### src/hw/rtl/mapa_pkg.sv
package mapa_pkg;

   localparam int WINDOW_MAX  = 64;
   localparam int SAMPLE_BITS = 24;

   localparam int SAMPLE_FIELD_BITS = 24;
   localparam int WSUM_BITS         = 30;
   localparam int WLEN_BITS         = 7;
   localparam int THR_BITS          = 24;
   localparam int CSR_DATA_BITS     = 24;
   localparam int CSR_INDEX_BITS    = 1;

   localparam int PTR_BITS   = (WINDOW_MAX > 1) ? $clog2(WINDOW_MAX) : 1;
   localparam int FILL_BITS  = $clog2(WINDOW_MAX + 1);
   localparam int OFS_BITS   = FILL_BITS + 1;
   localparam int SUM_BITS   = SAMPLE_BITS + $clog2(WINDOW_MAX);
   localparam int LIMIT_BITS = THR_BITS + FILL_BITS;

   localparam logic [CSR_INDEX_BITS-1:0] CSR_WINDOW_LENGTH = 1'd0;
   localparam logic [CSR_INDEX_BITS-1:0] CSR_BAD_THRESHOLD = 1'd1;

   localparam logic [WLEN_BITS-1:0] WLEN_RESET = 7'd10;
   localparam logic [THR_BITS-1:0]  THR_RESET  = 24'd0;

   typedef struct packed {
      logic [SAMPLE_FIELD_BITS-1:0] sample;
      logic                         new_series;
   } req_type;

   typedef struct packed {
      logic [WSUM_BITS-1:0] window_sum;
      logic                 mean_over;
      logic                 series_bad;
   } rsp_type;

endpackage

### src/hw/rtl/moving_average_persistence_alarm.sv
// channel   direction  handshake              payload
// req       in         req_valid / req_ready  req_payload  (sample, new_series)
// rsp       out        rsp_valid / rsp_ready  rsp_payload  (window_sum, mean_over, series_bad)
// csr       in         csr_we                 csr_index, csr_wdata
//
// One request per cycle unless rsp stalls; its result passes the compute and rsp registers.
// The window ring is one RAM: the oldest sample is read and the new one written at accept,
// the sum and threshold compare run in the following stage.
// Synchronous active-high reset clears pointers, fill, sum, flags and config to defaults.
// A stalled response holds; one more request can wait in the compute stage behind it.
module moving_average_persistence_alarm
   import mapa_pkg::*;
(
   input  logic                      clock,
   input  logic                      reset,
   input  logic                      req_valid,
   output logic                      req_ready,
   input  req_type                   req_payload,
   output logic                      rsp_valid,
   input  logic                      rsp_ready,
   output rsp_type                   rsp_payload,
   input  logic                      csr_we,
   input  logic [CSR_INDEX_BITS-1:0] csr_index,
   input  logic [CSR_DATA_BITS-1:0]  csr_wdata
);

   logic [SAMPLE_BITS-1:0] mem [WINDOW_MAX];

   logic [WLEN_BITS-1:0]   wlen_ff;
   logic [THR_BITS-1:0]    thr_ff;
   logic [LIMIT_BITS-1:0]  limit_ff;

   logic [PTR_BITS-1:0]    wp_ff;
   logic [FILL_BITS-1:0]   fill_ff;
   logic [SUM_BITS-1:0]    sum_ff;
   logic                   prev_ff;
   logic                   bad_ff;

   logic                   b_valid_ff;
   logic [SAMPLE_BITS-1:0] b_sample_ff;
   logic                   b_remove_ff;
   logic                   b_clear_ff;
   logic [SAMPLE_BITS-1:0] rd_ff;

   logic                   rsp_valid_ff;
   rsp_type                rsp_payload_ff;

   logic [FILL_BITS-1:0]   len_eff;
   logic [FILL_BITS-1:0]   fill_cur;
   logic [PTR_BITS-1:0]    wp_cur;
   logic [PTR_BITS-1:0]    wp_in;
   logic [FILL_BITS-1:0]   fill_in;
   logic                   remove;
   logic [OFS_BITS-1:0]    ofs;
   logic [PTR_BITS-1:0]    oldest;
   logic [63:0]            samp_wide;
   logic [SAMPLE_BITS-1:0] sample_cut;
   logic                   req_acc;
   logic                   b_go;

   logic [SUM_BITS:0]      sum_wide_in;
   logic [SUM_BITS-1:0]    sum_in;
   logic [63:0]            sum_ext;
   logic                   over_in;
   logic                   prev_cur;
   logic                   bad_in;
   rsp_type                rsp_in;

   always_comb begin
      if (wlen_ff == '0) begin
         len_eff = FILL_BITS'(1);
      end else if (32'(wlen_ff) > WINDOW_MAX) begin
         len_eff = FILL_BITS'(WINDOW_MAX);
      end else begin
         len_eff = FILL_BITS'(wlen_ff);
      end
   end

   always_comb begin
      fill_cur   = req_payload.new_series ? '0 : fill_ff;
      wp_cur     = req_payload.new_series ? '0 : wp_ff;
      remove     = fill_cur >= len_eff;
      fill_in    = remove ? fill_cur : fill_cur + FILL_BITS'(1);
      wp_in      = (32'(wp_cur) == WINDOW_MAX - 1) ? '0 : wp_cur + PTR_BITS'(1);
      ofs        = OFS_BITS'(wp_cur) + OFS_BITS'(WINDOW_MAX) - OFS_BITS'(fill_cur);
      if (32'(ofs) >= WINDOW_MAX) begin
         ofs = ofs - OFS_BITS'(WINDOW_MAX);
      end
      oldest     = ofs[PTR_BITS-1:0];
      samp_wide  = 64'(req_payload.sample);
      sample_cut = samp_wide[SAMPLE_BITS-1:0];
   end

   assign b_go      = !rsp_valid_ff || rsp_ready;
   assign req_ready = !b_valid_ff || b_go;
   assign req_acc   = req_valid && req_ready;

   always_comb begin
      sum_wide_in = (b_clear_ff ? '0 : (SUM_BITS + 1)'(sum_ff))
                    + (SUM_BITS + 1)'(b_sample_ff)
                    - (b_remove_ff ? (SUM_BITS + 1)'(rd_ff) : '0);
      sum_in      = sum_wide_in[SUM_BITS-1:0];
      sum_ext     = 64'(sum_in);
      over_in     = sum_ext > 64'(limit_ff);
      prev_cur    = b_clear_ff ? 1'b0 : prev_ff;
      bad_in      = (b_clear_ff ? 1'b0 : bad_ff) || (over_in && prev_cur);
      rsp_in.window_sum = sum_ext[WSUM_BITS-1:0];
      rsp_in.mean_over  = over_in;
      rsp_in.series_bad = bad_in;
   end

   always_ff @(posedge clock) begin
      if (req_acc) begin
         rd_ff       <= mem[oldest];
         mem[wp_cur] <= sample_cut;
      end
   end

   always_ff @(posedge clock) begin
      if (reset) begin
         wlen_ff      <= WLEN_RESET;
         thr_ff       <= THR_RESET;
         limit_ff     <= '0;
         wp_ff        <= '0;
         fill_ff      <= '0;
         sum_ff       <= '0;
         prev_ff      <= 1'b0;
         bad_ff       <= 1'b0;
         b_valid_ff   <= 1'b0;
         rsp_valid_ff <= 1'b0;
      end else begin
         limit_ff <= LIMIT_BITS'(thr_ff) * LIMIT_BITS'(len_eff);
         if (csr_we) begin
            case (csr_index)
               CSR_WINDOW_LENGTH: wlen_ff <= csr_wdata[WLEN_BITS-1:0];
               CSR_BAD_THRESHOLD: thr_ff  <= csr_wdata[THR_BITS-1:0];
               default: ;
            endcase
         end
         if (req_acc) begin
            wp_ff      <= wp_in;
            fill_ff    <= fill_in;
            b_valid_ff <= 1'b1;
         end else if (b_go) begin
            b_valid_ff <= 1'b0;
         end
         if (b_valid_ff && b_go) begin
            sum_ff       <= sum_in;
            prev_ff      <= over_in;
            bad_ff       <= bad_in;
            rsp_valid_ff <= 1'b1;
         end else if (rsp_ready) begin
            rsp_valid_ff <= 1'b0;
         end
      end
   end

   always_ff @(posedge clock) begin
      if (req_acc) begin
         b_sample_ff <= sample_cut;
         b_remove_ff <= remove;
         b_clear_ff  <= req_payload.new_series;
      end
      if (b_valid_ff && b_go) begin
         rsp_payload_ff <= rsp_in;
      end
   end

   assign rsp_valid   = rsp_valid_ff;
   assign rsp_payload = rsp_payload_ff;

endmodule

### config.mk
export PLATFORM = sky130hd
export DESIGN_NAME = moving_average_persistence_alarm
export DESIGN_NICKNAME = d
export VERILOG_FILES = /design/src/hw/rtl/mapa_pkg.sv /design/src/hw/rtl/moving_average_persistence_alarm.sv
export SDC_FILE = /design/constraint.sdc
export NUM_CORES = 2
export LEC_CHECK = 0
export BUFFER_PORTS_ARGS = -buffer_cell sky130_fd_sc_hd__buf_2
export CORE_MARGIN = 2
export CORE_UTILIZATION = 50
export CTS_BUF_LIST = sky130_fd_sc_hd__clkbuf_2
export CTS_CLUSTER_SIZE = 14
export DETAILED_ROUTE_END_ITERATION = 7
export PLACE_DENSITY = 0.68
export SLEW_MARGIN = 20
export SYNTH_ARGS = -nofsm -noshare
export SYNTH_HDL_FRONTEND = slang
export SYNTH_SLANG_ARGS = --single-unit
### constraint.sdc
create_clock -name clock -period 5.4 [get_ports clock]
set_clock_uncertainty 0.15 [all_clocks]
set_input_delay 0.27 -clock clock [delete_from_list [all_inputs] [get_ports clock]]
set_output_delay 0.27 -clock clock [all_outputs]
set_load 0.005 [all_outputs]
# After elaboration in Yosys (flattened, before gate mapping)

Memories as Yosys holds them, arrays and structs flattened. A register that Yosys moved wholly into a read port is not among the register bits.
Index checks and enable logic that the tools add are counted.

$mul: 1
Bitwise operators: 1
Add/subtract/negate cells: 7
Eq/ne operators: 1
Muxes and demuxes: 17
Order comparisons: 4
Reductions and logical operators: 13

Operators with widths:

| cell                                                | count |
|---|---|
| > comparator 30 x 31 -> 1 bit                       | 1 |
| multiplier 24 x 7 -> 31 bit                         | 1 |
| adder 30 x 24 -> 30 bit                             | 1 |
| two-way mux 30 bit                                  | 1 |
| subtractor 30 x 24 -> 30 bit                        | 1 |
| two-way mux 7 bit                                   | 4 |
| two-way mux 24 bit                                  | 1 |
| two-way mux 6 bit                                   | 3 |
| adder 6 x 7 -> 8 bit, second input constant         | 1 |
| >= comparator 8 x 7 -> 1 bit, second input constant | 1 |
| two-way mux 1 bit                                   | 8 |
| subtractor 8 x 7 -> 8 bit                           | 1 |
| adder 7 x 1 -> 7 bit, second input constant         | 1 |
| >= comparator 7 bit                                 | 1 |
| > comparator 7 bit, second input constant           | 1 |
| logical NOT 7 bit                                   | 1 |
| adder 6 x 1 -> 6 bit, second input constant         | 1 |
| equality test 6 bit, second input constant          | 1 |
| subtractor 6 x 1 -> 6 bit, second input constant    | 1 |
| AND reduction 2 bit                                 | 2 |
| nonzero test 2 bit                                  | 2 |
| logical AND 1 bit                                   | 3 |
| logical OR 1 bit                                    | 3 |
| logical NOT 1 bit                                   | 2 |
| inverter 1 bit                                      | 1 |

Output and inout port bits: 34
Flip-flop bits (word level): 167
Memory bits (writable): 1536
Memories: 1

Memories:

| name | depth | bits a word | rd ports | clocked after memory_dff | wr ports | line                                   | text |
|---|---|---|---|---|---|---|---|
| mem  | 64    | 24          | 1        | 1                        | 1        | moving_average_persistence_alarm.sv:27 | `logic [SAMPLE_BITS-1:0] mem [WINDOW_MAX];` |

# Logic depth before layout (Yosys ltp)

Word-level depth: 6
Depth in mapped cells: 24
Mapped depth without buffers: 23

# Worst setup path after synthesis

OpenSTA, ideal clock, no wires.

Path kind: reg-to-reg
Start: register wlen_ff[6]
End: register limit_ff[27]
Cell stages (with the launch flop): 20
Path slack: 217 ps
Buffers on the path: 2
Required time: 5122 ps
Data arrival time: 4905 ps
Setup time: 128 ps
Cell sequence: dfxtp_1 -> clkbuf_1 -> nor2b_1 -> clkbuf_1 -> and2_1 -> fa_1 -> fa_1 -> fa_1 -> inv_1 -> fa_1 -> inv_1 -> ha_1 -> and4_1 -> and2_1 -> a2111oi_2 -> o311ai_1 -> o211ai_1 -> a21oi_1 -> xnor2_1 -> nor2_1

Word-level cells in the longest chain between the ends: 4
Elaborated cells between the ends (all ways): 5

RTL lines:

| element                         | line                                    | text |
|---|---|---|
| start: declaration              | moving_average_persistence_alarm.sv:29  | `logic [WLEN_BITS-1:0] wlen_ff;` |
| start signal: assignment        | moving_average_persistence_alarm.sv:135 | `CSR_WINDOW_LENGTH: wlen_ff <= csr_wdata[WLEN_BITS-1:0];` |
| > comparator 7 bit              | moving_average_persistence_alarm.sv:72  | `end else if (32'(wlen_ff) > WINDOW_MAX) begin` |
| two-way mux 7 bit               | moving_average_persistence_alarm.sv:72  |  |
| two-way mux 7 bit (*)           | moving_average_persistence_alarm.sv:70  | `if (wlen_ff == '0) begin` |
| multiplier 24 x 7 -> 31 bit (*) | moving_average_persistence_alarm.sv:132 | `limit_ff <= LIMIT_BITS'(thr_ff) * LIMIT_BITS'(len_eff);` |
| end signal: assignment          | moving_average_persistence_alarm.sv:132 |  |
| end: declaration                | moving_average_persistence_alarm.sv:31  | `logic [LIMIT_BITS-1:0] limit_ff;` |

Mark *: on every way between the ends. The rest lies on a longest branch, timed or not.
A chain may end at the register's enable or synchronous reset.

# Final worst setup path

Start: register wlen_ff[6]
End: register limit_ff[28]

Same word-level chain as after synthesis.

==> results by stage <==
Run status:
- The flow ran to the end, and the final reports show no timing, DRC or antenna violations.

Logic synthesis:
- The synthesized netlist contains 65 unique library cells.
- The most common cell in the synthesized netlist is edfxtp_1.
- Of the synthesized area, sequential elements account for about two thirds.
- The post-synthesis area per instance is 18.3 sq um.
- In this run, synthesis produced a sequential element count of 1727.
- The commonest cells after synthesis are edfxtp_1 (1618), mux4_2 (480), nand2_1 (245), inv_1 (244), a21oi_1 (154).
- After synthesis, the share of flip-flops with an asynchronous set or reset is 0%.
- The synthesized netlist occupies a cell area of 74000 sq um.
- Summing the areas of all and, or, nand and nor instances in the mapped netlist gives under 10% of the synthesized area.
- The post-synthesis cell type with the largest combined area is edfxtp_1.
- By area the synthesized netlist is led by edfxtp_1 (66%), mux4_2 (15%), fa_1 (3.6%).
- When the netlist entered floorplanning its net count stood at 4344.
- Measured against the total synthesized area, the mux share comes to 15.0%.
- After synthesis, the largest family of logic cells by area is multiplexers.
- The main flop type after synthesis is edfxtp_1.
- The cell count after synthesis came out at 4032.
- The top-area cell type share of the netlist area is 65.7%.
- The area share of xor/xnor cells in the synthesized design is less than 1%.
- Summing the areas of all compound-gate instances in the mapped netlist gives 2.79% of the synthesized area.
- Yosys mapped a number of flops with a built-in enable equal to 1618.
- The adder-cell share of the synthesized area is 5.71%.
- The total of warnings raised by yosys is 0.

Worst setup path:
- The endpoint identified for the worst register-to-register timing path is limit_ff[28].
- STA classifies the critical path endpoint as a register.
- Measured in cells, the most critical reg-to-reg path has a length of 19.
- The critical path contains buffers and inverters numbering 4 combined.
- Traced cell by cell, the critical path runs through nor2b_1 > buf_4 > buf_4 > and2_1 > fa_1 > fa_1 > fa_1 > inv_1 > fa_1 > inv_1 > ha_1 > a21oi_1 > o21ai_0 > a221o_1 > a21o_1 > a21o_1 > a31oi_1 > xor2_1 > nor2_1.
- The cell that appears most often on the critical path is fa_1.
- In this run the number of cells on the critical path is 19.
- On the critical path the largest part of the delay comes from adder cells.
- The type of the worst setup path is register to register.
- The largest fanout on the critical path is 14.
- The slowest cell on the critical path is fa_1.
- The data required time at the worst endpoint is 6.82 ns.
- STA classifies the critical path startpoint as a register.
- The worst stage delay on the critical path is 0.51 ns.
- The setup check on the worst reg-to-reg path leaves a slack of 0.20 ns.
- The source of the critical timing path is wlen_ff[6].
- Following the worst setup path forward leads to its endpoint at limit_ff[28].
- The critical path arrival is between 6 and 7 ns.
- The reg-to-reg critical path startpoint is wlen_ff[6].

Pwr:
- The portion of total power attributed to combinational logic is 15.7%.
- The worst-case IR drop observed on VDD is 0.000233 V.
- The power per unit of standard cell area is ~330 nW/um^2.
- The cell internal power dissipation is 19.9 mW.
- The reported leakage power is 29.5 nW.
- The overall power of the completed layout is 27.4 mW.
- The share of total power dissipated in the clock network is 29.7%.
- The power dissipated by switching net loads is roughly 7.5 mW.
- Of the total power, the share spent switching nets is 27.3%.
- Sequential cells burn 54.6% of the power.

Detailed routing:
- The remaining antenna violation count after routing is 0.
- The routed layout has 40.7k vias.
- Dividing the detail-routed wire length by the instance count gives 26.3 microns.
- The number of design-rule violations left by the first detailed-router iteration is 4158.
- The iteration count of the initial detailed-routing pass is 8.
- After detailed routing, the number of remaining DRC violations is 0.
- For this block, the routed nets add up to 184 mm of wire.
- The mean number of vias per cell is 5.81.

Run:
- Max-cap violations in this run came to 0.

Clock tree:
- For the worst-skew pair, the clock arrives at the later sink with an insertion delay of 1.74 ns.
- Counting the buffers created by CTS gives approximately 430.
- The clock root buffer master is clkbuf_2.
- The clock transition at the registers of the reported paths is 0.12 ns.
- The clock sink count is 1727.
- TritonCTS built the clock tree.
- The number of H-tree branching levels is 5.
- In this run the deepest clock path goes through 4 buffers.

Placement:
- The total half-perimeter wirelength after legalization and detailed placement is 99.3 mm.
- The weighted congestion reported at the end of routability-driven placement is 0.866.
- The count of port buffers added during placement is 88.
- The cell count after placement is between 6k and 7k.

Floorplan:
- The initial utilization of the core area, before any placement, comes to 50.2%.
- The die covers 151000 sq um.
- The floorplan step set the die width to roughly 390 microns.
- The number of rows in the core area is 141.
- The chip height is just under 400 microns.
- The core region is 147000 sq um.
- For this design the top-level I/O count stands at 89.

Cells and area:
- The post-synthesis to final-layout area growth is 13.6%.
- The area of all sequential standard cells is 50800 sq um.
- The count of cells in the finished layout, fillers not included, comes to ~7.0k.
- The filler cells instantiated in the layout total 11.3k.
- At the end of the flow, the number of nets in the layout was 5083.
- The multi-input combinational cell area is 21800 sq um.
- The post-route netlist has roughly 30% of its cells at a drive strength greater than 1.

STA:
- At the pin with the least slew margin, the transition time is around 1.2 ns.
- The period utilization is 96.4%.
- The peak clock frequency supported by timing is around 190 MHz.
- The count of final hold-check violations is 0.
- The headroom to the max-slew limit is 21.2%.
- The clock period minus final worst setup slack is approximately 5.2 ns.
- The count of final max-slew check failures was 0.
- Setup violations remaining at the end of the flow were counted as 0.

GRT:
- The via count of the first global-routing pass came to 42.3k.
- The global-route total usage across every layer is 24.7%.
- The global-route wire length before repair is 271 mm.
- The number of antenna violations at the first check in global routing is 10.
- The total overflow left after global routing is 0.
- Entering global routing, the biggest net connects 88 pins.

Min path:
- In this run the worst hold path is classified as input pin to register.
layout make-up:
class	count	area share [%]
timing repair buffer	492	5.43
tap	1930	2.87
sequential	1727	60.4
clock inverter	105	0.548
multi-input combinational	1876	25.9
antenna	6	0.0179
inverter	245	1.09
clock buffer	621	3.70
cell usage in the layout (no fill, tap or decap), types with 26 or more instances in the layout:
master and instances:
a21o_1 39, xnor2_1 32, nor2b_1 56, mux4_2 480
nand3_1 31, inv_1 242, mux2i_1 26, dlygate4sd3_1 181
nor2_1 75, nor2_2 49, a21oi_1 152, ha_1 122
buf_2 86, and2_1 145, fa_1 133, o21ai_0 36
edfxtp_1 1618, nand2_1 245, a211oi_1 33, buf_4 177
clkinv_1 94, buf_12 37, xor2_1 27, clkbuf_2 621
dfxtp_1 108
metal layers:
metal  wire, microns  part of all wire (%)  global-route usage [%]  vias up
met4            4270                   2.3                    7.70        0
li1                -                     -                       -    17500
met5               0                     0                       0        -
met1           73500                    40                    33.7    21000
met3           16300                   8.9                    5.35      263
met2           89800                    49                    40.1     1948
how the worst min path moves through the flow:
stage | start | end | slack [ns] | cells past startpoint
after floorplan | req_payload[0] | b_clear_ff | 0.22 | 0
after global placement | sum_ff[17] | sum_ff[17] | 0.30 | 2
after detailed placement | sum_ff[5] | sum_ff[5] | 0.30 | 2
after CTS | req_payload[16] | mem[58][15] | 0.0003 | 4
after global routing | req_payload[16] | mem[23][15] | 0.07 | 4
final | req_payload[16] | mem[13][15] | 0.22 | 4
worst reg2reg max path: stages (launching register included):
cell     delay (ns)
dfxtp_2        0.44
nor2b_1        0.07
buf_4          0.16
buf_4          0.18
and2_1         0.18
fa_1           0.50
fa_1           0.51
fa_1           0.50
inv_1          0.05
fa_1           0.48
inv_1          0.04
ha_1           0.28
a21oi_1        0.18
o21ai_0        0.23
a221o_1        0.37
a21o_1         0.18
a21o_1         0.17
a31oi_1        0.18
xor2_1         0.16
nor2_1         0.05
registers in the layout, summed over array words and instances (netlist names):
| register | cells |
|---|---|
| mem | 1536 |
| b_valid_ff | 1 |
| bad_ff | 1 |
| b_remove_ff | 1 |
| b_sample_ff | 24 |
| rd_ff | 24 |
| rsp_payload | 32 |
| b_clear_ff | 1 |
| limit_ff | 31 |
| wp_ff | 6 |
| thr_ff | 24 |
| rsp_valid | 1 |
| fill_ff | 7 |
| sum_ff | 30 |
| wlen_ff | 7 |
| prev_ff | 1 |
power groups by stage:
stage / clock network (mW) / registers [mW] / logic [mW]
after CTS: 8.37 / 14.9 / 4.29
after global placement: 0 / 15.3 / 4.05
final: 8.14 / 14.9 / 4.31
after global routing: 9.05 / 15.0 / 4.67
after detailed placement: 0 / 15.3 / 4.10
after floorplan: 0 / 15.2 / 2.59
cells by family after synthesis:
family | count (synthesis)
flops | 1727
buf+inv | 429
fa+ha+maj | 257
compound gates | 334
mux | 506
xor+xnor | 64
simple gates | 715
through the flow:
stage | utilization, % | hold slack, ns | cell area, sq um | worst slack (ns) | setup TNS, ns
3_5_place_dp | 53.0 | 0.298 | 78100 | 0.145 | 0
6_report | 57.0 | 0.223 | 84000 | 0.196 | 0
2_1_floorplan | - | 0.219 | 74000 | 0.217 | 0
5_1_grt | 57.0 | 0.0716 | 84000 | -0.0354 | -0.0997
4_1_cts | 57.0 | 0.000285 | 83900 | 0.132 | 0
3_3_place_gp | 53.0 | 0.295 | 78100 | 0.196 | 0
what timing repair did:
| action | in CTS | in global routing |
|---|---|---|
| hold buffers | 201 | 0 |
| resized for setup | 0 | 20 |
| hold endpoints to repair | 3226 | 0 |
| endpoints found under the setup margin | 0 | 21 |
| setup buffers | 0 | 3 |
Note: power is estimated with default switching activity, not from simulation.
